--- config.mk ---
export PLATFORM = sky130hd
export DESIGN_NAME = pid_step_with_filters_antiwindup_flat
export DESIGN_NICKNAME = d
export VERILOG_FILES = /design/src/rtl/pidf_pkg.sv /design/src/rtl/pidf_in_if.sv /design/src/rtl/pidf_out_if.sv /design/src/rtl/pidf_cfg_regs.sv /design/src/rtl/pidf_mac.sv /design/src/rtl/pid_step_with_filters_antiwindup.sv /design/src/flat_wrapper.sv
export SDC_FILE = /design/constraint.sdc
export NUM_CORES = 2
export LEC_CHECK = 0
export BUFFER_PORTS_ARGS = -buffer_cell sky130_fd_sc_hd__buf_2
export CORE_ASPECT_RATIO = 0.8
export CORE_MARGIN = 4
export CORE_UTILIZATION = 40
export DETAILED_ROUTE_END_ITERATION = 12
export HOLD_SLACK_MARGIN = 0.05
export PLACE_DENSITY = 0.58
export SETUP_SLACK_MARGIN = 0.3
export SLEW_MARGIN = 15
export SYNTH_ARGS = -nofsm -noshare
export SYNTH_HDL_FRONTEND = slang
export SYNTH_SLANG_ARGS = --single-unit
--- constraint.sdc ---
create_clock -name i_clk -period 14.75 [get_ports i_clk]
set_input_delay 2.95 -clock i_clk [delete_from_list [all_inputs] [get_ports i_clk]]
set_output_delay 2.95 -clock i_clk [all_outputs]
set_load 0.03 [all_outputs]
--- src/rtl/pidf_pkg.sv ---
`timescale 1ns / 1ps
// ----------------------------------------------------------------------------
// pidf_pkg: shared types and constants of the PID step block
// Field widths, register map, reset values and the multiply-accumulate command.
// ----------------------------------------------------------------------------
package pidf_pkg;

    // process values Q7.8, error one bit wider, derivative one more
    localparam int PV_W     = 16;
    localparam int ERR_W    = 17;
    localparam int DER_W    = 18;
    localparam int GAIN_W   = 24;
    localparam int SUM_W    = 32;
    localparam int LIM_W    = 31;
    localparam int ALPHA_W  = 9;
    localparam int ALPHAS_W = 18;
    localparam int STEP_W   = 18;

    // shared multiplier: 24 x 32 signed, accumulated at 58 bits
    localparam int MUL_A_W = 24;
    localparam int MUL_B_W = 32;
    localparam int PROD_W  = MUL_A_W + MUL_B_W;
    localparam int ACC_W   = 58;
    localparam int DRV_W   = ACC_W - 12;

    // APB register port
    localparam int CFG_AW = 5;
    localparam int CFG_DW = 32;

    localparam logic [ALPHA_W-1:0] ALPHA_MIN = 9'd3;
    localparam logic [ALPHA_W:0]   ALPHA_ONE = 10'd256;
    localparam logic [12:0]        TENTH_Q15 = 13'd3277;

    localparam logic [ACC_W-1:0] BIAS_EMA = 58'd128;
    localparam logic [ACC_W-1:0] BIAS_INT = 58'd16384;
    localparam logic [ACC_W-1:0] BIAS_DRV = 58'd2048;

    localparam logic [PV_W-1:0]     RST_OUT_MAX = 16'd25600;
    localparam logic [LIM_W-1:0]    RST_WINDUP  = 31'd20480;
    localparam logic [ALPHAS_W-1:0] RST_ALPHAS  = 18'd131328;

    localparam logic OP_SAMPLE = 1'b0;
    localparam logic OP_HOLD   = 1'b1;

    typedef enum logic [2:0] {
        REG_SETPOINT,
        REG_PROP_GAIN,
        REG_INTEGRAL_GAIN,
        REG_DERIVATIVE_GAIN,
        REG_OUT_MIN,
        REG_OUT_MAX,
        REG_WINDUP_LIMIT,
        REG_FILTER_ALPHAS
    } t_reg_idx;

    typedef struct packed {
        logic signed [PV_W-1:0]   setpoint;
        logic signed [GAIN_W-1:0] prop_gain;
        logic signed [GAIN_W-1:0] integral_gain;
        logic signed [GAIN_W-1:0] derivative_gain;
        logic signed [PV_W-1:0]   out_min;
        logic signed [PV_W-1:0]   out_max;
        logic [LIM_W-1:0]         windup_limit;
        logic [ALPHAS_W-1:0]      filter_alphas;
    } t_cfg;

    typedef struct packed {
        logic                      en;
        logic                      first;
        logic signed [MUL_A_W-1:0] a;
        logic signed [MUL_B_W-1:0] b;
        logic [ACC_W-1:0]          bias;
    } t_mac_cmd;

endpackage

--- src/rtl/pidf_in_if.sv ---
`timescale 1ns / 1ps
// ----------------------------------------------------------------------------
// pidf_in_if: sample item channel
// Valid/ready channel carrying the operation code and one measurement.
// ----------------------------------------------------------------------------
interface pidf_in_if import pidf_pkg::*; ();
    logic                 valid;
    logic                 ready;
    logic                 operation;
    logic [PV_W-1:0]      measured_value;

    modport source (output valid, output operation, output measured_value, input ready);
    modport sink   (input valid, input operation, input measured_value, output ready);
endinterface

--- src/rtl/pidf_out_if.sv ---
`timescale 1ns / 1ps
// ----------------------------------------------------------------------------
// pidf_out_if: result item channel
// Valid/ready channel carrying drive, error and the windup flag.
// ----------------------------------------------------------------------------
interface pidf_out_if import pidf_pkg::*; ();
    logic                 valid;
    logic                 ready;
    logic [PV_W-1:0]      drive;
    logic [ERR_W-1:0]     error_value;
    logic                 integral_limited;

    modport source (output valid, output drive, output error_value,
                    output integral_limited, input ready);
    modport sink   (input valid, input drive, input error_value,
                    input integral_limited, output ready);
endinterface

--- src/rtl/pidf_cfg_regs.sv ---
`timescale 1ns / 1ps
// ----------------------------------------------------------------------------
// pidf_cfg_regs: APB register file
// Eight word-spaced registers, zero wait states, read back zero-extended.
// ----------------------------------------------------------------------------
module pidf_cfg_regs import pidf_pkg::*; (
    input  logic              i_clk,
    input  logic              i_rst_n,
    input  logic              psel,
    input  logic              penable,
    input  logic              pwrite,
    input  logic [CFG_AW-1:0] paddr,
    input  logic [CFG_DW-1:0] pwdata,
    output logic [CFG_DW-1:0] prdata,
    output logic              pready,
    output t_cfg              o_cfg
);

    t_cfg     r_cfg;
    t_reg_idx w_idx;
    logic     w_wr;

    assign w_idx  = t_reg_idx'(paddr[CFG_AW-1:2]);
    assign w_wr   = psel && penable && pwrite;
    assign pready = 1'b1;
    assign o_cfg  = r_cfg;

    always_ff @(posedge i_clk) begin
        if (!i_rst_n) begin
            r_cfg.setpoint        <= '0;
            r_cfg.prop_gain       <= '0;
            r_cfg.integral_gain   <= '0;
            r_cfg.derivative_gain <= '0;
            r_cfg.out_min         <= '0;
            r_cfg.out_max         <= RST_OUT_MAX;
            r_cfg.windup_limit    <= RST_WINDUP;
            r_cfg.filter_alphas   <= RST_ALPHAS;
        end else if (w_wr) begin
            unique case (w_idx)
                REG_SETPOINT:        r_cfg.setpoint        <= pwdata[PV_W-1:0];
                REG_PROP_GAIN:       r_cfg.prop_gain       <= pwdata[GAIN_W-1:0];
                REG_INTEGRAL_GAIN:   r_cfg.integral_gain   <= pwdata[GAIN_W-1:0];
                REG_DERIVATIVE_GAIN: r_cfg.derivative_gain <= pwdata[GAIN_W-1:0];
                REG_OUT_MIN:         r_cfg.out_min         <= pwdata[PV_W-1:0];
                REG_OUT_MAX:         r_cfg.out_max         <= pwdata[PV_W-1:0];
                REG_WINDUP_LIMIT:    r_cfg.windup_limit    <= pwdata[LIM_W-1:0];
                REG_FILTER_ALPHAS:   r_cfg.filter_alphas   <= pwdata[ALPHAS_W-1:0];
            endcase
        end
    end

    always_comb begin
        unique case (w_idx)
            REG_SETPOINT:        prdata = {{(CFG_DW-PV_W){1'b0}}, r_cfg.setpoint};
            REG_PROP_GAIN:       prdata = {{(CFG_DW-GAIN_W){1'b0}}, r_cfg.prop_gain};
            REG_INTEGRAL_GAIN:   prdata = {{(CFG_DW-GAIN_W){1'b0}}, r_cfg.integral_gain};
            REG_DERIVATIVE_GAIN: prdata = {{(CFG_DW-GAIN_W){1'b0}}, r_cfg.derivative_gain};
            REG_OUT_MIN:         prdata = {{(CFG_DW-PV_W){1'b0}}, r_cfg.out_min};
            REG_OUT_MAX:         prdata = {{(CFG_DW-PV_W){1'b0}}, r_cfg.out_max};
            REG_WINDUP_LIMIT:    prdata = {{(CFG_DW-LIM_W){1'b0}}, r_cfg.windup_limit};
            REG_FILTER_ALPHAS:   prdata = {{(CFG_DW-ALPHAS_W){1'b0}}, r_cfg.filter_alphas};
        endcase
    end

endmodule

--- src/rtl/pidf_mac.sv ---
`timescale 1ns / 1ps
// ----------------------------------------------------------------------------
// pidf_mac: shared multiply-accumulate unit
// 24x32 signed product registered, then summed into a 58-bit accumulator.
// ----------------------------------------------------------------------------
module pidf_mac import pidf_pkg::*; (
    input  logic                    i_clk,
    input  logic                    i_rst_n,
    input  t_mac_cmd                i_cmd,
    output logic signed [ACC_W-1:0] o_acc
);

    logic signed [PROD_W-1:0] n_prod;
    logic signed [PROD_W-1:0] r_prod;
    logic [ACC_W-1:0]         r_bias;
    logic                     r_first;
    logic                     r_pv;
    logic signed [ACC_W-1:0]  r_acc;

    assign n_prod = i_cmd.a * i_cmd.b;
    assign o_acc  = r_acc;

    always_ff @(posedge i_clk) begin
        if (!i_rst_n) begin
            r_pv  <= 1'b0;
            r_acc <= '0;
        end else begin
            r_pv <= i_cmd.en;
            if (i_cmd.en) begin
                r_prod  <= n_prod;
                r_first <= i_cmd.first;
                r_bias  <= i_cmd.bias;
            end
            // first product of a sum starts from the rounding bias
            if (r_pv) begin
                r_acc <= (r_first ? $signed(r_bias) : r_acc)
                       + {{(ACC_W-PROD_W){r_prod[PROD_W-1]}}, r_prod};
            end
        end
    end

endmodule

--- src/rtl/pid_step_with_filters_antiwindup.sv ---
`timescale 1ns / 1ps
// ----------------------------------------------------------------------------
// pid_step_with_filters_antiwindup: PID step with EMA filters and anti-windup
// Sequencer driving one shared multiply-accumulate unit per sample item.
// ----------------------------------------------------------------------------
//  port    dir  handshake      carries
//  i_in    in   valid/ready    operation, measured_value
//  o_out   out  valid/ready    drive, error_value, integral_limited
//  APB     in   psel/penable   register writes and reads, pready tied high
//
//  A hold item goes from idle straight to the result state. A sample runs the
//  error, integral and gain steps, with the input and output filter steps added
//  when those filters are on; every product goes through the single 24x32
//  multiplier and its accumulate stage, and the pipe drains before each result is used.
//  Synchronous active-low reset idles the sequencer and clears filter and integral state.
//  The input is taken only when the sequencer is idle; a finished result sits
//  in the output register while the next item is accepted.
// ----------------------------------------------------------------------------
module pid_step_with_filters_antiwindup import pidf_pkg::*; (
    input  logic              i_clk,
    input  logic              i_rst_n,
    pidf_in_if.sink           i_in,
    pidf_out_if.source        o_out,
    input  logic              psel,
    input  logic              penable,
    input  logic              pwrite,
    input  logic [CFG_AW-1:0] paddr,
    input  logic [CFG_DW-1:0] pwdata,
    output logic [CFG_DW-1:0] prdata,
    output logic              pready
);

    typedef enum logic [4:0] {
        S_IDLE, S_IF_A, S_IF_B, S_IF_W, S_ERR, S_INT_M, S_INT_W, S_INT_ADD,
        S_P_M, S_I_M, S_D_M, S_D_W, S_CLAMP, S_OF_A, S_OF_B, S_OF_W,
        S_OF_DONE, S_FIN
    } t_state;

    t_cfg                    w_cfg;
    t_mac_cmd                w_cmd;
    logic signed [ACC_W-1:0] w_acc;

    t_state                  r_state, n_state;
    logic signed [PV_W-1:0]  r_x, n_x;
    logic signed [PV_W-1:0]  r_ifv, n_ifv;
    logic signed [PV_W-1:0]  r_ofv, n_ofv;
    logic signed [SUM_W-1:0] r_sum, n_sum;
    logic signed [ERR_W-1:0] r_prev, n_prev;
    logic signed [ERR_W-1:0] r_err, n_err;
    logic signed [DER_W-1:0] r_deriv, n_deriv;
    logic signed [PV_W-1:0]  r_drive, n_drive;
    logic                    r_lim, n_lim;
    logic                    r_out_valid, n_out_valid;
    logic [PV_W-1:0]         r_out_drive, n_out_drive;
    logic [ERR_W-1:0]        r_out_err, n_out_err;
    logic                    r_out_lim, n_out_lim;

    logic [ALPHA_W-1:0]      w_a_in, w_a_out;
    logic [ALPHA_W:0]        w_wt_in, w_wt_out;
    logic                    w_in_on, w_out_on;
    logic signed [PV_W-1:0]  w_ema;
    logic signed [PV_W-1:0]  w_xf;
    logic signed [STEP_W-1:0] w_step;
    logic signed [SUM_W:0]   w_sum_add;
    logic signed [SUM_W-1:0] w_sum_sat;
    logic signed [DRV_W-1:0] w_drv, w_lo, w_hi;
    logic signed [SUM_W:0]   w_sum33, w_lim33, w_nlim33;

    pidf_cfg_regs u_cfg (
        .i_clk   (i_clk),
        .i_rst_n (i_rst_n),
        .psel    (psel),
        .penable (penable),
        .pwrite  (pwrite),
        .paddr   (paddr),
        .pwdata  (pwdata),
        .prdata  (prdata),
        .pready  (pready),
        .o_cfg   (w_cfg)
    );

    pidf_mac u_mac (
        .i_clk   (i_clk),
        .i_rst_n (i_rst_n),
        .i_cmd   (w_cmd),
        .o_acc   (w_acc)
    );

    assign i_in.ready             = (r_state == S_IDLE);
    assign o_out.valid            = r_out_valid;
    assign o_out.drive            = r_out_drive;
    assign o_out.error_value      = r_out_err;
    assign o_out.integral_limited = r_out_lim;

    // alphas below 0.01 are raised; 1.0 and above bypass the filter
    assign w_a_in   = (w_cfg.filter_alphas[ALPHA_W-1:0] < ALPHA_MIN) ? ALPHA_MIN
                    : w_cfg.filter_alphas[ALPHA_W-1:0];
    assign w_a_out  = (w_cfg.filter_alphas[ALPHAS_W-1:ALPHA_W] < ALPHA_MIN) ? ALPHA_MIN
                    : w_cfg.filter_alphas[ALPHAS_W-1:ALPHA_W];
    assign w_in_on  = !w_a_in[ALPHA_W-1];
    assign w_out_on = !w_a_out[ALPHA_W-1];
    assign w_wt_in  = ALPHA_ONE - {1'b0, w_a_in};
    assign w_wt_out = ALPHA_ONE - {1'b0, w_a_out};

    assign w_ema  = w_acc[PV_W+7:8];
    assign w_xf   = w_in_on ? w_ema : r_x;
    assign w_step = w_acc[STEP_W+14:15];

    assign w_sum_add = {r_sum[SUM_W-1], r_sum} + {{(SUM_W+1-STEP_W){w_step[STEP_W-1]}}, w_step};
    always_comb begin
        if (w_sum_add[SUM_W] != w_sum_add[SUM_W-1]) begin
            w_sum_sat = w_sum_add[SUM_W] ? {1'b1, {(SUM_W-1){1'b0}}}
                                         : {1'b0, {(SUM_W-1){1'b1}}};
        end else begin
            w_sum_sat = w_sum_add[SUM_W-1:0];
        end
    end

    assign w_drv    = w_acc[ACC_W-1:12];
    assign w_lo     = {{(DRV_W-PV_W){w_cfg.out_min[PV_W-1]}}, w_cfg.out_min};
    assign w_hi     = {{(DRV_W-PV_W){w_cfg.out_max[PV_W-1]}}, w_cfg.out_max};
    assign w_sum33  = {r_sum[SUM_W-1], r_sum};
    assign w_lim33  = {2'b00, w_cfg.windup_limit};
    assign w_nlim33 = -w_lim33;

    always_comb begin
        n_state     = r_state;
        n_x         = r_x;
        n_ifv       = r_ifv;
        n_ofv       = r_ofv;
        n_sum       = r_sum;
        n_prev      = r_prev;
        n_err       = r_err;
        n_deriv     = r_deriv;
        n_drive     = r_drive;
        n_lim       = r_lim;
        n_out_valid = r_out_valid && !o_out.ready;
        n_out_drive = r_out_drive;
        n_out_err   = r_out_err;
        n_out_lim   = r_out_lim;

        w_cmd       = '0;

        unique case (r_state)
            S_IDLE: begin
                if (i_in.valid) begin
                    n_x = i_in.measured_value;
                    if (i_in.operation == OP_HOLD) begin
                        n_sum   = '0;
                        n_prev  = '0;
                        n_drive = '0;
                        n_err   = '0;
                        n_lim   = 1'b0;
                        n_state = S_FIN;
                    end else begin
                        n_state = w_in_on ? S_IF_A : S_ERR;
                    end
                end
            end
            S_IF_A: begin
                w_cmd.en    = 1'b1;
                w_cmd.first = 1'b1;
                w_cmd.bias  = BIAS_EMA;
                w_cmd.a     = {{(MUL_A_W-ALPHA_W){1'b0}}, w_a_in};
                w_cmd.b     = {{(MUL_B_W-PV_W){r_x[PV_W-1]}}, r_x};
                n_state     = S_IF_B;
            end
            S_IF_B: begin
                w_cmd.en = 1'b1;
                w_cmd.a  = {{(MUL_A_W-ALPHA_W-1){1'b0}}, w_wt_in};
                w_cmd.b  = {{(MUL_B_W-PV_W){r_ifv[PV_W-1]}}, r_ifv};
                n_state  = S_IF_W;
            end
            S_IF_W: n_state = S_ERR;
            S_ERR: begin
                if (w_in_on) begin
                    n_ifv = w_ema;
                end
                n_err   = {w_cfg.setpoint[PV_W-1], w_cfg.setpoint} - {w_xf[PV_W-1], w_xf};
                n_state = S_INT_M;
            end
            S_INT_M: begin
                w_cmd.en    = 1'b1;
                w_cmd.first = 1'b1;
                w_cmd.bias  = BIAS_INT;
                w_cmd.a     = {{(MUL_A_W-13){1'b0}}, TENTH_Q15};
                w_cmd.b     = {{(MUL_B_W-ERR_W){r_err[ERR_W-1]}}, r_err};
                n_deriv     = {r_err[ERR_W-1], r_err} - {r_prev[ERR_W-1], r_prev};
                n_state     = S_INT_W;
            end
            S_INT_W: n_state = S_INT_ADD;
            S_INT_ADD: begin
                // a zero error clears the integral instead of accumulating
                n_sum   = (r_err == '0) ? '0 : w_sum_sat;
                n_state = S_P_M;
            end
            S_P_M: begin
                w_cmd.en    = 1'b1;
                w_cmd.first = 1'b1;
                w_cmd.bias  = BIAS_DRV;
                w_cmd.a     = w_cfg.prop_gain;
                w_cmd.b     = {{(MUL_B_W-ERR_W){r_err[ERR_W-1]}}, r_err};
                n_state     = S_I_M;
            end
            S_I_M: begin
                w_cmd.en = 1'b1;
                w_cmd.a  = w_cfg.integral_gain;
                w_cmd.b  = r_sum;
                n_state  = S_D_M;
            end
            S_D_M: begin
                w_cmd.en = 1'b1;
                w_cmd.a  = w_cfg.derivative_gain;
                w_cmd.b  = {{(MUL_B_W-DER_W){r_deriv[DER_W-1]}}, r_deriv};
                n_state  = S_D_W;
            end
            S_D_W: n_state = S_CLAMP;
            S_CLAMP: begin
                if (w_drv < w_lo) begin
                    n_drive = w_cfg.out_min;
                end else if (w_drv > w_hi) begin
                    n_drive = w_cfg.out_max;
                end else begin
                    n_drive = w_drv[PV_W-1:0];
                end
                // windup limit applies after the drive has used the raw sum
                n_lim = 1'b0;
                if (w_sum33 > w_lim33) begin
                    n_sum = w_lim33[SUM_W-1:0];
                    n_lim = 1'b1;
                end else if (w_sum33 < w_nlim33) begin
                    n_sum = w_nlim33[SUM_W-1:0];
                    n_lim = 1'b1;
                end
                n_prev  = r_err;
                n_state = w_out_on ? S_OF_A : S_FIN;
            end
            S_OF_A: begin
                w_cmd.en    = 1'b1;
                w_cmd.first = 1'b1;
                w_cmd.bias  = BIAS_EMA;
                w_cmd.a     = {{(MUL_A_W-ALPHA_W){1'b0}}, w_a_out};
                w_cmd.b     = {{(MUL_B_W-PV_W){r_drive[PV_W-1]}}, r_drive};
                n_state     = S_OF_B;
            end
            S_OF_B: begin
                w_cmd.en = 1'b1;
                w_cmd.a  = {{(MUL_A_W-ALPHA_W-1){1'b0}}, w_wt_out};
                w_cmd.b  = {{(MUL_B_W-PV_W){r_ofv[PV_W-1]}}, r_ofv};
                n_state  = S_OF_W;
            end
            S_OF_W: n_state = S_OF_DONE;
            S_OF_DONE: begin
                n_ofv   = w_ema;
                n_drive = w_ema;
                n_state = S_FIN;
            end
            S_FIN: begin
                if (!r_out_valid || o_out.ready) begin
                    n_out_valid = 1'b1;
                    n_out_drive = r_drive;
                    n_out_err   = r_err;
                    n_out_lim   = r_lim;
                    n_state     = S_IDLE;
                end
            end
        endcase
    end

    always_ff @(posedge i_clk) begin
        if (!i_rst_n) begin
            r_state     <= S_IDLE;
            r_ifv       <= '0;
            r_ofv       <= '0;
            r_sum       <= '0;
            r_prev      <= '0;
            r_out_valid <= 1'b0;
        end else begin
            r_state     <= n_state;
            r_ifv       <= n_ifv;
            r_ofv       <= n_ofv;
            r_sum       <= n_sum;
            r_prev      <= n_prev;
            r_out_valid <= n_out_valid;
        end
        r_x         <= n_x;
        r_err       <= n_err;
        r_deriv     <= n_deriv;
        r_drive     <= n_drive;
        r_lim       <= n_lim;
        r_out_drive <= n_out_drive;
        r_out_err   <= n_out_err;
        r_out_lim   <= n_out_lim;
    end

endmodule

--- src/flat_wrapper.sv ---
// flat-port wrapper written by rule: the top's interface ports become plain ports
module pid_step_with_filters_antiwindup_flat import pidf_pkg::*;
  (i_clk, i_rst_n, psel, penable, pwrite, paddr, pwdata, prdata, pready, i_in_valid, i_in_operation, i_in_measured_value, i_in_ready, o_out_valid, o_out_drive, o_out_error_value, o_out_integral_limited, o_out_ready);
  pidf_in_if i_in_i ();
  pidf_out_if o_out_i ();
  input  logic i_clk;
  input  logic i_rst_n;
  input  logic psel;
  input  logic penable;
  input  logic pwrite;
  input  logic [CFG_AW-1:0] paddr;
  input  logic [CFG_DW-1:0] pwdata;
  output logic [CFG_DW-1:0] prdata;
  output logic pready;
  input wire logic [$bits(i_in_i.valid)-1:0] i_in_valid;
  input wire logic [$bits(i_in_i.operation)-1:0] i_in_operation;
  input wire logic [$bits(i_in_i.measured_value)-1:0] i_in_measured_value;
  output wire logic [$bits(i_in_i.ready)-1:0] i_in_ready;
  output wire logic [$bits(o_out_i.valid)-1:0] o_out_valid;
  output wire logic [$bits(o_out_i.drive)-1:0] o_out_drive;
  output wire logic [$bits(o_out_i.error_value)-1:0] o_out_error_value;
  output wire logic [$bits(o_out_i.integral_limited)-1:0] o_out_integral_limited;
  input wire logic [$bits(o_out_i.ready)-1:0] o_out_ready;
  assign i_in_i.valid = i_in_valid;
  assign i_in_i.operation = i_in_operation;
  assign i_in_i.measured_value = i_in_measured_value;
  assign i_in_ready = i_in_i.ready;
  assign o_out_valid = o_out_i.valid;
  assign o_out_drive = o_out_i.drive;
  assign o_out_error_value = o_out_i.error_value;
  assign o_out_integral_limited = o_out_i.integral_limited;
  assign o_out_i.ready = o_out_ready;
  pid_step_with_filters_antiwindup u_core (.i_clk(i_clk), .i_rst_n(i_rst_n), .i_in(i_in_i), .o_out(o_out_i), .psel(psel), .penable(penable), .pwrite(pwrite), .paddr(paddr), .pwdata(pwdata), .prdata(prdata), .pready(pready));
endmodule
### Yosys cells after proc, flatten, opt, wreduce, memory -nomap -nowiden

Index checks and enable logic that the tools add are counted.

| cells by class | value |
|---|---|
| add/subtract/negate cells | 7 |
| $mul | 1 |
| order comparisons | 6 |
| eq/ne operators | 29 |
| muxes and demuxes | 39 |
| bitwise operators | 1 |
| reduce and logical (&&, ||, !) cells | 33 |

Operators by type and width:

| cell | count |
|---|---|
| $pmux W56 S8 | 1 |
| $pmux W32 S8 | 1 |
| $mux W32 | 7 |
| $pmux W32 S3 | 1 |
| $pmux W5 S18 | 1 |
| $mux W16 | 5 |
| $pmux W17 S2 | 2 |
| $add A58 B58 Y58 | 1 |
| $mux W58 | 1 |
| $mul A24 B32 Y56 | 1 |
| $pmux W16 S3 | 1 |
| $gt A46 B16 Y1 | 1 |
| $lt A46 B16 Y1 | 1 |
| $pmux W15 S3 | 1 |
| $eq A5 B4 Y1 const B | 8 |
| $mux W17 | 2 |
| $add A32 B18 Y33 | 1 |
| $lt A32 B33 Y1 | 1 |
| $neg A31 Y33 | 1 |
| $gt A32 B32 Y1 | 1 |
| $reduce_and A2 Y1 | 13 |
| $eq A5 B3 Y1 const B | 4 |
| $mux W5 | 4 |
| $sub A9 B9 Y10 const A | 2 |
| other kinds (31) | 54 |

| storage, ports and cells | value |
|---|---|
| flip-flop bits (word level) | 532 |
| bits of input ports | 61 |
| output and inout port bits | 69 |
| word-level logic and storage cells | 143 |

### Longest topological paths before layout

| logic depth | value |
|---|---|
| depth in word-level cells | 6 |
| mapped depth | 39 |
| gate-level depth less buffers | 35 |

### By module

A second synthesis with hierarchy kept.

| unflattened totals | value |
|---|---|
| cells, all modules | 6763 |
| area total of the unflattened synthesis | 61184.9 um^2 |

Modules (own cells, without submodules):

| module | times used | cells an instance | area an instance (um^2) | seq. area each (um^2) |
|---|---|---|---|---|
| pidf_mac | 1 | 3828 | 36518.8 | 4634.4 |
| pid_step_with_filters_antiwindup | 1 | 1956 | 16799.9 | 4804.6 |
| pidf_cfg_regs | 1 | 979 | 7866.3 | 3383.2 |

### Least setup slack after synthesis

OpenSTA, ideal clock, no wires.

| path | value |
|---|---|
| path kind | register to register |
| from | register u_core.r_state[4] |
| to | register u_core.u_mac.r_prod[54] (data pin) |
| arrival time | 9.436 ns |
| data required time | 14.486 ns |
| path slack | 5.051 ns |
| cell stages (with the launch flop) | 36 |
| buffers on the path | 7 |
| period minus slack after synthesis | 9.699 ns |
| cells stage by stage | dfxtp_1 buf_2 nand2b_1 clkbuf_1 nor4_2 or2_2 buf_2 buf_2 a211o_1 clkbuf_1 clkbuf_1 nand2_1 fa_1 inv_1 fa_1 inv_1 fa_1 fa_1 fa_1 inv_1 fa_1 inv_1 fa_1 inv_1 ha_1 clkbuf_1 nand4_1 a211o_1 a21oi_1 a211o_1 a211oi_1 nor4b_1 o311ai_2 o21ai_1 a221oi_1 xnor2_1 |

| on the way | value |
|---|---|
| cells in the longest elaborated chain, start to end | 3 |
| elaborated cells between the ends (all ways) | 10 |
| those cells by class | mul (1); eq/ne (8); mux (1) |

RTL lines:

| element | RTL line | text |
|---|---|---|
| from (decl) | pid_step_with_filters_antiwindup.sv:43 | `t_state r_state, n_state;` |
| from (signal assigned) | pid_step_with_filters_antiwindup.sv:279 | `r_state <= n_state;` |
| $eq A5 B4 Y1 (tied with other cells) | pid_step_with_filters_antiwindup.sv:144 | `unique case (r_state)` |
| $pmux W56 S8 * | pid_step_with_filters_antiwindup.sv:144 |  |
| $mul A24 B32 Y56 * | pidf_mac.sv:20 | `assign n_prod = i_cmd.a * i_cmd.b;` |
| via u_core.u_mac.n_prod[54] | pidf_mac.sv:13 | `logic signed [PROD_W-1:0] n_prod;` |
| to (signal assigned) | pidf_mac.sv:30 | `r_prod <= n_prod;` |
| to (decl) | pidf_mac.sv:14 | `logic signed [PROD_W-1:0] r_prod;` |

Mark *: on every way through the listed nets, which the timed path passes. The rest lies on a longest branch.
A chain may end at the register's enable or synchronous reset.

### Worst setup path after layout

| path | value |
|---|---|
| from | register u_core.r_state[0] |
| to | register u_core.u_mac.r_prod[52] (data pin) |

Same word-level chain as after synthesis.

==> results.toml <==
[critical_path]
rr_startpoint = "u_core.r_state[0]"
rr_worst_depth = 30
required_ns = 15.10
crit_path_max_incr_delay_ns = 0.82
rrSetupSlack_ns = 3.22
cp_common_cell = "fa_1"
crit_slowest_cell = "buf_4"
worst_setup_path_end_kind = "register"
arrival_ns = 11.88
critPathKind = "register to register"
reg2reg_to = "u_core.u_mac.r_prod[52]"
worstPathMaxFanout = 72
crit_path_start_kind = "register"

[die]
core_um2 = 144000
initial_core_util_pct = 40.5
dieArea_um2 = 152000
rows = 124
die_width_um = 434
ios = 130
die_height_um = 349

[synthesis]
async_reset_ff_share_pct = 0
yosys.cell_count.top_type = "nand2_1"
synth_nets = 8126
ys_top_cells_by_count = "nand2_1 (1168), inv_1 (1099), fa_1 (787), a21oi_1 (475), nor2_1 (442)"
ys_ff_latch = 477
yosys.area.top_type = "fa_1"
synth_enable_flop_cells = 162
syn_avg_cell_area_um2 = 8.49
yosys.area.top_type_share_pct = 27.1
synth_ff_type = "dfxtp_1"
synth_area_leaders = "fa_1 (27%), dfxtp_1 (11%), ha_1 (9.2%)"
synthCells = 6850
yosysSeqAreaShare_pct = 19.2
ys_warn_count = 0
synth_cell_types = 97
syn_area_um2 = 58100

[power_and_ir_drop]
clkPwrFrac_pct = 20.0
swShare_pct = 47.3
pwr-share-comb_pct = 49.0
powerDensity_nw_per_um2 = 103
ir_drop_uv = 120
power_switching_w = 0.00305
power.leakage_nw = 27.1
pwr-share-seq_pct = 31.0
p_int_w = 0.00339

[timing]
tightest_slew_ns = 1.29
setup_viol = 0
fmax_mhz = 86.7
period_share_pct = 78.2
max_slew_margin_pct = 14.0
slew_violations = 0
tns_ns = 0
layout_min_cycle_time_ns = 11.53
grt_setup_unrepaired = "false"
hold_viol = 0
timing.hold.ws_ns = 0.455
skew_ns = 0.0313

[placement]
io_buffers = 124
hpwl_um = 161000
placed_area_um2 = 60700
gp_congestion = 0.944
placed_cells = 8615

[clock_network]
post_cts_buffers = 0
clk_latency_ns = 0.63
cts_tree = "yes"
cts_root_buf = "clkbuf_16"
clkSinkCount = 477
h-tree-depth = 2
cts_resized = 0
hold_buffers = 0
clk_pin_slew_worst_paths_ns = 0.08
clockBufferDepth = 3
cts_buffers = 47

[routing]
via_count = 49300
vias_per_cell = 5.66
first_iter_violations = 5518
firstDrtPassIters = 7
routed_wl_um = 203000
drc_errors = 0
antenna_left = 0
routedWlPerCell_um = 23.3

[global_route]
busiest_layer = "met1"
track_usage_pct = 26.6
grt_pass1_wl_um = 307000
antenna_found_initial = 5
met3_usage_pct = 6.75
overflow = 0
met2_usage_pct = 37.4
grt_max_degree = 133
grt_pass1_vias = 47700
met1_usage_pct = 40.7

[min_path]
whs_endpoint = "u_core.u_cfg.o_cfg[75]"
min_from = "u_core.u_cfg.o_cfg[75]"
hp-class = "register to register"
whs_path_depth = 2

[layout]
syn_to_final_growth_pct = 7.14
drive_gt1_share_pct = 5.96
fill_cells = 14300
final_cells = 8702
fin_area_um2 = 62300
final_nets = 8050
postLayoutCoreUtil_pct = 43.4

[flow_run]
maxCapViolations = 0

[outcome]
status = "complete, no violations"
cell families (layout without fill, tap and decap cells):
family | Yosys count | in the layout | synth area share, %
AND/OR/NAND/NOR | 2129 | 2129 | 16.0
buffers and inverters | 1461 | 1420 | 9.61
AO/OA/AOI/OAI | 1241 | 1241 | 13.6
adder cells (fa/ha/maj) | 1215 | 1215 | 36.3
flip-flops | 477 | 477 | 19.2
XOR/XNOR | 221 | 221 | 3.33
multiplexers | 104 | 104 | 1.97
other | 2 | 5 | 0.0129
flip-flops by register name, indices dropped and copies added (netlist names), 17 cells and up:
signal / count
u_core.u_cfg.o_cfg: 169
u_core.u_mac.o_acc: 58
u_core.u_mac.r_prod: 56
u_core.r_sum: 32
u_core.r_deriv: 18
u_core.o_out.error_value: 17
u_core.r_err: 17
u_core.r_prev: 17
routing by layer:
layer / up-vias / part of all wire (%)
met5: - / 0.017
met4: 6 / 2.6
met3: 278 / 12
met2: 2303 / 40
met1: 24600 / 45
li1: 22100 / -
how the worst max path moves through the flow:
stage	start	end	slack, ns	depth (start not counted)
detailed placement	u_core.r_state[0]	u_core.u_mac.r_prod[54]	3.52	30
finish	u_core.r_state[0]	u_core.u_mac.r_prod[52]	3.22	30
CTS	u_core.r_state[0]	u_core.u_mac.r_prod[54]	3.47	30
floorplan	u_core.r_state[4]	u_core.u_mac.r_prod[54]	5.05	35
global placement	u_core.r_state[0]	u_core.u_mac.r_prod[54]	3.54	30
global route	u_core.r_state[0]	u_core.u_mac.r_prod[54]	2.86	30
cell usage in the layout, fill, tap and decap left out, types with 30 or more instances in the layout:
cell	synthesis	final
a211oi_1	37	37
o21ai_0	198	197
mux2i_1	91	91
clkbuf_16	0	47
nand4_1	58	58
buf_4	4	112
xor2_1	52	52
nand2_1	1168	1166
fa_1	787	787
o211ai_1	32	32
dfxtp_1	315	314
inv_1	1099	1099
xnor2_1	169	169
buf_2	45	124
a21o_1	118	118
a21oi_1	475	472
a22oi_1	84	84
nor2_1	442	436
a31oi_1	30	30
and2_1	38	38
edfxtp_1	162	162
ha_1	428	428
nand2b_1	34	34
nand3_1	69	69
nor2b_1	93	92
nor3_1	70	64
critical path, delay by kind of cell, from the launching register on:
family                     cells  cell delay [ns]
and+or+nand+nor                6             1.93
DFF                            1             0.77
AOI/OAI and AO/OA              9             3.01
buffers and inverters          6             1.12
xor gates and xnor gates       1             0.15
adders and majority gates      8             4.19
power groups by stage:
stage,Clock (W),Sequential (W),Combinational [W]
2_1_floorplan,0,0.00176,0.00213
3_3_place_gp,0,0.00199,0.00304
3_5_place_dp,0,0.00199,0.00308
4_1_cts,0.00131,0.00197,0.00310
5_1_grt,0.00136,0.00199,0.00345
6_report,0.00129,0.00199,0.00315
per-stage QoR:
stage	total power, W	setup slack, ns
after floorplan	0.00389	5.05
after CTS	0.00638	3.47
after detailed placement	0.00508	3.52
final	0.00644	3.22
after global routing	0.00680	2.86
after global placement	0.00504	3.54
cell type report:
class / count / area, um2 / share of cell area [%]
diodes: 3 / 7.51 / 0.0121
clock buffers: 59 / 1290 / 2.07
clock inverters: 25 / 292 / 0.468
inverters: 1100 / 4140 / 6.64
multi-input cells: 4912 / 41600 / 66.7
flip-flops and latches: 477 / 11200 / 17.9
well taps: 1890 / 2360 / 3.80
repair buffers: 236 / 1460 / 2.35
Note: power is estimated with default switching activity, not from simulation.
